$ cat src/sv/sbft_pkg.sv
// ----------------------------------------------------------------------------
// sbft_pkg
// shared types and constants of the spike burst fraction tracker
// ----------------------------------------------------------------------------
`default_nettype none

package sbft_pkg;

  localparam int unsigned TS_W        = 32;
  localparam int unsigned PROBE_W     = 3;
  localparam int unsigned CLUSTER_W   = 4;
  localparam int unsigned CNT_FIELD_W = 24;
  localparam int unsigned FRAC_FBITS  = 16;
  localparam int unsigned FRAC_W      = FRAC_FBITS + 1;
  localparam int unsigned DIV_STEPS   = FRAC_W;
  localparam int unsigned DIV_CNT_W   = $clog2(DIV_STEPS);

  localparam logic [TS_W-1:0] ISI_LIMIT_RESET = 32'd100;

  typedef struct packed {
    logic                 is_spike_record;
    logic [PROBE_W-1:0]   probe_index;
    logic [CLUSTER_W-1:0] cluster_index;
    logic [TS_W-1:0]      event_time;
  } in_item_t;

  typedef struct packed {
    logic [PROBE_W-1:0]     channel_probe;
    logic [CLUSTER_W-1:0]   channel_cluster;
    logic [CNT_FIELD_W-1:0] total_spikes;
    logic [CNT_FIELD_W-1:0] burst_spikes;
    logic                   in_burst;
    logic [FRAC_W-1:0]      burst_fraction;
  } out_item_t;

  typedef enum logic [2:0] {
    ST_CLEAR,
    ST_IDLE,
    ST_UPDATE,
    ST_DIVIDE,
    ST_HOLD
  } ctl_state_e;

  // controller to datapath
  typedef struct packed {
    logic clr_we;
    logic capture;
    logic update;
    logic div_step;
    logic out_load;
  } dp_cmd_t;

  // datapath to controller
  typedef struct packed {
    logic item_ok;
    logic clear_last;
  } dp_sts_t;

endpackage

`default_nettype wire

$ cat src/sv/sbft_ctrl.sv
// ----------------------------------------------------------------------------
// sbft_ctrl
// sequencer: table clear, item capture, update, divide and result hand-off
// ----------------------------------------------------------------------------
`default_nettype none

module sbft_ctrl (
  input  wire logic             clk_i,
  input  wire logic             rst_ni,
  input  wire logic             in_valid_i,
  output logic                  in_ready_o,
  output logic                  out_valid_o,
  input  wire logic             out_ready_i,
  input  wire sbft_pkg::dp_sts_t sts_i,
  output sbft_pkg::dp_cmd_t     cmd_o
);
  import sbft_pkg::*;

  ctl_state_e           state_q, state_d;
  logic [DIV_CNT_W-1:0] div_cnt_q, div_cnt_d;
  logic                 out_valid_q, out_valid_d;

  always_ff @(posedge clk_i or negedge rst_ni) begin
    if (!rst_ni) begin
      state_q     <= ST_CLEAR;
      div_cnt_q   <= '0;
      out_valid_q <= 1'b0;
    end else begin
      state_q     <= state_d;
      div_cnt_q   <= div_cnt_d;
      out_valid_q <= out_valid_d;
    end
  end

  always_comb begin
    state_d    = state_q;
    div_cnt_d  = div_cnt_q;
    cmd_o      = '0;
    in_ready_o = 1'b0;
    unique case (state_q)
      ST_CLEAR: begin
        cmd_o.clr_we = 1'b1;
        if (sts_i.clear_last) begin
          state_d = ST_IDLE;
        end
      end
      ST_IDLE: begin
        in_ready_o = 1'b1;
        // ignored records are taken here and leave no trace
        if (in_valid_i && sts_i.item_ok) begin
          cmd_o.capture = 1'b1;
          state_d       = ST_UPDATE;
        end
      end
      ST_UPDATE: begin
        cmd_o.update = 1'b1;
        div_cnt_d    = '0;
        state_d      = ST_DIVIDE;
      end
      ST_DIVIDE: begin
        cmd_o.div_step = 1'b1;
        if (div_cnt_q == DIV_CNT_W'(DIV_STEPS - 1)) begin
          state_d = ST_HOLD;
        end else begin
          div_cnt_d = div_cnt_q + 1'b1;
        end
      end
      ST_HOLD: begin
        // output register free or being emptied this cycle
        if (!out_valid_q || out_ready_i) begin
          cmd_o.out_load = 1'b1;
          state_d        = ST_IDLE;
        end
      end
      default: begin
        state_d = ST_IDLE;
      end
    endcase

    out_valid_d = out_valid_q;
    if (out_ready_i) begin
      out_valid_d = 1'b0;
    end
    if (cmd_o.out_load) begin
      out_valid_d = 1'b1;
    end
  end

  assign out_valid_o = out_valid_q;

endmodule

`default_nettype wire

$ cat config.mk
export PLATFORM = sky130hd
export DESIGN_NAME = sbft_ctrl
export DESIGN_NICKNAME = d
export VERILOG_FILES = /design/src/sv/sbft_pkg.sv /design/src/sv/sbft_ctrl.sv
export SDC_FILE = /design/constraint.sdc
export NUM_CORES = 1
export LEC_CHECK = 0
export CAP_MARGIN = 20
export CORE_UTILIZATION = 25
export CTS_CLUSTER_SIZE = 12
export DETAILED_ROUTE_END_ITERATION = 6
export DONT_BUFFER_PORTS = 1
export PLACE_DENSITY = 0.47
export SYNTH_ARGS = -nofsm -noshare
export SYNTH_HDL_FRONTEND = slang
export SYNTH_SLANG_ARGS = --single-unit
$ cat constraint.sdc
create_clock -name clk_i -period 2.2 [get_ports clk_i]
set_clock_uncertainty 0.1 [all_clocks]
set_input_delay 0.66 -clock clk_i [delete_from_list [all_inputs] [get_ports clk_i]]
set_output_delay 0.66 -clock clk_i [all_outputs]
set_load 0.05 [all_outputs]
==> impl_metrics.toml, run 1 <==
[outcome]
status = "finished clean"

[min_path]
min_from = "state_q[2]$_DFFE_PN0P_"
hp-class = "reg -> reg"

[clock_network]
cts.clk_slew.worst_paths_ns = 0.07
root_buffer = "clkbuf_4"
htreeDepth = 1
cts_setup_buffers = 0
insertion_delay_ns = 0.26
clock_sinks = 9
cts_buffers = 3
clockBufferDepth = 2
cts_tree = "built"

[pwr]
power.density_nw_per_um2 = 1450
pwr-share-seq_pct = 34.6
power.clock.fraction_pct = 12.6
p_sw_uw = 497
p_int_uw = 500
power_frac_comb_pct = 52.8
p_sw_share_pct = 49.9
ir_worst_vdd_uv = 810
power.leakage_uw = 0.000317

[place]
hpwl_um = 874
placed_cell_area_sq_um = 641
routabilityCongestion = 0.742
io_buffer_count = 0

[setup_path]
critPathMaxFanout = 8
setup.worst_path.start = "state_q[2]$_DFFE_PN0P_"
max_stage_delay_ns = 0.45
cp_cell_sequence = "nand2b_1 > nor3_2 > buf_4"
arrival_ns = 1.32
reg2reg_from = "div_cnt_q[0]$_DFFE_PN0P_"
required_ns = 1.44
slowest_stage = "dfrtp_1"
start_kind = "flop"
cp-end-kind = "output pin"
critPathKind = "reg -> out"

[synth]
ys_types = 27
ys.flop_type = "dfrtp_1"
synthCells = 64
synth_edf_count = 0
syn_area_sq_um = 581
synth_warnings = 0
async_flop_share_pct = 100
seq_area_frac_synth_pct = 38.8
synth_top_area_share_pct = 38.8
synth.avg_cell_area_sq_um = 9.07
yosys-top-cells-area = "dfrtp_1 39%, ha_1 4.3%, nor2b_1 4.3%"
synth_nets = 72
ys_ff_latch = 9
yosys.area.top_type = "dfrtp_1"

[route]
ant_nets = 0
drt_iter0_drc = 5
dr_wl_met3_um = 58
route.met2.wl_um = 517
drc = 0
vias = 475
totalWireLength_mm = 1.20
routedWlPerCell_um = 12.0
drt_pass1_iterations = 2
via_per_inst = 4.75
top_layer = "met3"
drt-met1-wl_um = 620

[finish]
multi_input_area_sq_um = 314
finish.utilization_pct = 31.4
regArea_sq_um = 228
drive_gt1_share_pct = 26.4
fin_area_sq_um = 688
diodes = 0
fillers = 249
finalNetCount = 81
area_growth_pct = 18.5

[sta]
min_period_ns = 2.08
relSlewSlack_pct = 71.3
clock.fmax_ghz = 0.481
worst_pin_slew_ns = 0.430
fin_setup_tns_ns = 0
setup_viol = 0
hold_viol = 0
slew_viol_final = 0
rsz0062_at_grt = "no"
period_share_pct = 94.5

[global_route]
grt_max_degree = 13
antenna_found_initial = 0
grt_pass1_wl_mm = 2.10
grt_pass1_vias = 442
track_usage_pct = 11.3
grt_overflow = 0

[floorplanning]
core_area_sq_um = 2190
row_count = 17
fp.dieH_um = 50.2
dieArea_sq_um = 2520
initial_core_util_pct = 26.5
top_level_ports = 13
die_w_um = 50.2

[job]
maxCapViolCount = 0
==> synthesized netlist by cell type (2+ instances only) <==
master,instances
inv_1,2
o21ai_1,4
nand3_1,2
o31ai_1,2
mux2i_1,2
nand4_1,2
buf_4,3
a21oi_1,2
ha_1,2
dfrtp_1,9
nand2b_1,3
buf_6,2
nor3_1,2
nor2_1,5
o21ai_0,2
nand2_1,6
nor2b_1,4
==> cells by family after synthesis <==
kind of cell,Yosys count,synth area share [%]
multiplexers,2,3.45
flip-flops,9,38.8
adder cells (fa/ha/maj),2,4.31
AO/OA/AOI/OAI,13,13.4
buffers and inverters,8,10.1
AND/OR/NAND/NOR,30,30.0
==> worst max-delay path, delay by kind of cell (launching register included) <==
| kind | cells | cell delay, ns |
|---|---|---|
| buffers and inverters | 1 | 0.21 |
| flip-flops | 1 | 0.45 |
| AND/OR/NAND/NOR | 2 | 0.39 |
==> power by group through the flow <==
stage / Clock, uW / Sequential [uW] / Combinational [uW]
after floorplan: 0 / 278 / 487
after global placement: 0 / 336 / 512
after detailed placement: 0 / 338 / 518
after CTS: 133 / 337 / 525
after global routing: 142 / 357 / 579
final: 126 / 345 / 527
==> worst paths after layout <==
| kind | end | slack [ns] | depth (start not counted) |
|---|---|---|---|
| max | cmd_o[3] | 0.12 | 3 |
| min | state_q[1]$_DFFE_PN0P_ | 0.45 | 1 |
| max reg2reg | div_cnt_q[2]$_DFFE_PN0P_ | 0.73 | 5 |
| min reg2reg | state_q[1]$_DFFE_PN0P_ | 0.45 | 1 |
| max in group asynchronous | state_q[0]$_DFFE_PN0P_ | 1.01 | 1 |
| min in group asynchronous | state_q[1]$_DFFE_PN0P_ | 0.67 | 1 |
==> cell type report <==
class | count | area share, %
Clock buffer | 3 | 3.27
Clock inverter | 1 | 0.727
Inverter | 3 | 2.00
Multi-Input combinational cell | 47 | 45.6
Sequential cell | 9 | 33.1
Tap cell | 28 | 5.09
Timing Repair Buffer | 9 | 10.2
==> metal layers <==
metal  GRT usage [%]  vias up
met1            16.0      223
met2            15.1       12
met3            6.36        0
met5               0        -
li1                -      240
met4            1.43        0
==> sequential cells by signal, summed over array words and instances (netlist names) <==
| signal | flops |
|---|---|
| out_valid_o | 1 |
| state_q | 3 |
| div_cnt_q | 5 |
==> metrics by stage <==
step	cells	hold slack [ns]	worst slack, ns	total power, uW
after detailed placement	95	0.265	0.249	856
after global placement	95	0.265	0.259	848
after global routing	100	0.519	0.00211	1080
after CTS	100	0.455	0.0323	996
final	100	0.454	0.120	997
after floorplan	64	0.264	0.0564	765
==> layout by cell type, fill, tap and decap left out <==
master / instances
nor3b_2: 1
o32ai_1: 1
nor2b_1: 4
nand2_1: 6
a31oi_1: 1
o31ai_1: 2
and3_1: 1
nor3b_1: 1
o21ai_1: 4
o21ai_0: 2
nand2b_4: 1
ha_1: 2
and4bb_1: 1
buf_4: 8
inv_1: 2
nand4bb_1: 1
dfrtp_2: 2
or3_1: 1
nand4_1: 2
inv_4: 1
a211oi_1: 1
dlygate4sd3_1: 1
dfrtp_1: 7
a21oi_1: 2
nor2_1: 5
nand2b_1: 2
clkbuf_4: 3
nand3_1: 2
nor3_2: 2
mux2i_1: 2
clkinv_2: 1
==> timing repair <==
action	4_1_cts	5_1_grt
pin swaps	0	0
endpoints found under the setup margin	2	3
hold buffers	1	0
gates cloned	0	0
hold endpoints to repair	9	0
gates resized for setup	1	3
Power figures use the tool's default switching activity.
==> run 2: changes to the inputs <==
CELL_PAD_IN_SITES_DETAIL_PLACEMENT = 0   (was unset)
CELL_PAD_IN_SITES_GLOBAL_PLACEMENT = 1   (was unset)
PLACE_DENSITY = 0.56   (was 0.47)
==> impl_metrics.toml, run 2 (same netlist as run 1, synthesis figures left out) <==
[clock_network]
cts.clk_slew.worst_paths_ns = 0.06
cts_tree = "built"
clock_sinks = 9
root_buffer = "clkbuf_4"
clockBufferDepth = 2
cts_buffers = 3
insertion_delay_ns = 0.26
cts_setup_buffers = 0
htreeDepth = 1

[setup_path]
start_kind = "flop"
cp-end-kind = "output pin"
worst_r2r_endpoint = "state_q[0]$_DFFE_PN0P_"
cp.depth = 3
reg2reg_depth = 5
required_ns = 1.44
arrival_ns = 1.34
cp_cell_sequence = "nand2b_1 > nor3_2 > buf_4"
max_stage_delay_ns = 0.46
slowest_stage = "dfrtp_1"
setup.worst_path.start = "state_q[2]$_DFFE_PN0P_"
cp.buffers_inverters = 1
crit_family = "flip-flops"
critPathMaxFanout = 7
r2r_slack_ns = 0.66
critPathKind = "reg -> out"
cp-endpoint = "cmd_o[3]"
reg2reg_from = "div_cnt_q[0]$_DFFE_PN0P_"

[floorplanning]
top_level_ports = 13
fp.dieH_um = 50.2
row_count = 17
core_area_sq_um = 2190
dieArea_sq_um = 2520
die_w_um = 50.2
initial_core_util_pct = 26.5

[job]
maxCapViolCount = 0

[place]
placed_cells = 96
hpwl_um = 892
routabilityCongestion = 0.770
io_buffer_count = 0

[sta]
setup_viol = 0
hold_viol = 0
relSlewSlack_pct = 70.7
rsz0062_at_grt = "no"
period_share_pct = 95.4
worst_pin_slew_ns = 0.438
clock.fmax_ghz = 0.477
fin_setup_tns_ns = 0
slew_viol_final = 0
min_period_ns = 2.10

[global_route]
use_met2_pct = 16.9
antenna_found_initial = 0
grt_pass1_wl_mm = 2.15
grt_pass1_vias = 487
met1_usage_pct = 15.2
met3_usage_pct = 3.94
grt_max_degree = 11
busiest_layer = "met2"
grt_overflow = 0
track_usage_pct = 11.6

[route]
drt_iter0_drc = 10
routedWlPerCell_um = 12.0
drt_pass1_iterations = 6
vias = 484
totalWireLength_mm = 1.21
via_per_inst = 4.79
drc = 0
ant_nets = 0

[outcome]
status = "finished clean"

[pwr]
power.density_nw_per_um2 = 1460
p_total_uw = 1000
ir_worst_vdd_uv = 658
power.leakage_uw = 0.000318

[finish]
largest_register_ffs = 5
fillers = 235
regArea_sq_um = 226
area_growth_pct = 18.5
mostFrequentLayoutCells = "9 x buf_4, 8 x dfrtp_1, 6 x nand2_1"
drive_gt1_share_pct = 24.7
regMostFlops = "div_cnt_q"
diodes = 0
final_cells = 101
final_common_cell = "buf_4"
finalNetCount = 82
multi_input_area_sq_um = 309

[min_path]
hp-class = "reg -> reg"
min_from = "out_valid_o$_DFFE_PN0P_"
-- run 2: cell count changes in the layout (fill, tap and decap cells not counted) --
cell / change
clkinv_2: -1
nand2b_2: +1
dfrtp_2: -1
nand2b_4: -1
clkbuf_1: +1
dfrtp_1: +1
buf_4: +1
-- run 2: through the flow --
| stage | setup slack [ns] | area, sq um | utilization (%) | hold WS (ns) |
|---|---|---|---|---|
| after floorplan | 0.0564 | 591 | - | 0.264 |
| after global placement | 0.263 | 648 | 29.6 | 0.265 |
| after detailed placement | 0.257 | 648 | 29.6 | 0.265 |
| after CTS | 0.0183 | 684 | 31.2 | 0.465 |
| after global routing | 0.0390 | 688 | 31.4 | 0.495 |
| final | 0.102 | 688 | 31.4 | 0.459 |
-- run 2: how the worst min path moves through the flow --
stage | endpoint | slack (ns) | cells past startpoint
final | out_valid_o$_DFFE_PN0P_ | 0.46 | 2
after CTS | out_valid_o$_DFFE_PN0P_ | 0.46 | 2
after floorplan | div_cnt_q[0]$_DFFE_PN0P_ | 0.26 | 0
after global placement | div_cnt_q[0]$_DFFE_PN0P_ | 0.26 | 0
after detailed placement | div_cnt_q[0]$_DFFE_PN0P_ | 0.26 | 0
after global routing | state_q[1]$_DFFE_PN0P_ | 0.49 | 1
-- run 2: worst reg2reg max path: stages, from the launching register on --
cell	delay, ns
dfrtp_1	0.41
inv_1	0.10
ha_1	0.18
nand4bb_1	0.29
o21ai_0	0.25
o31ai_1	0.10
-- run 2: repair_timing --
| item | CTS | global route |
|---|---|---|
| hold buffers | 1 | 0 |
| resized for setup | 0 | 2 |
| hold endpoints to repair | 9 | 0 |
| setup endpoints to repair | 0 | 3 |
-- run 2: area by class of cell --
type	count	share of cell area (%)
Clock buffer	4	3.82
Inverter	3	2.00
Multi-Input combinational cell	47	44.9
Sequential cell	9	32.9
Tap cell	28	5.09
Timing Repair Buffer	10	11.3
-- run 2: metal layers --
metal	routed length, um	vias to the layer above	part of all wire [%]
li1	-	241	-
met1	578	226	48
met2	565	15	47
met3	59	2	4.9
met4	6	0	0.50
met5	0	-	0
-- run 2: power by group --
group / switching [uW] / leakage, uW / internal [uW]
logic: 350 / 0.000191 / 206
registers: 87.1 / 0.000112 / 230
clock network: 59.2 / 0.0000150 / 70.0
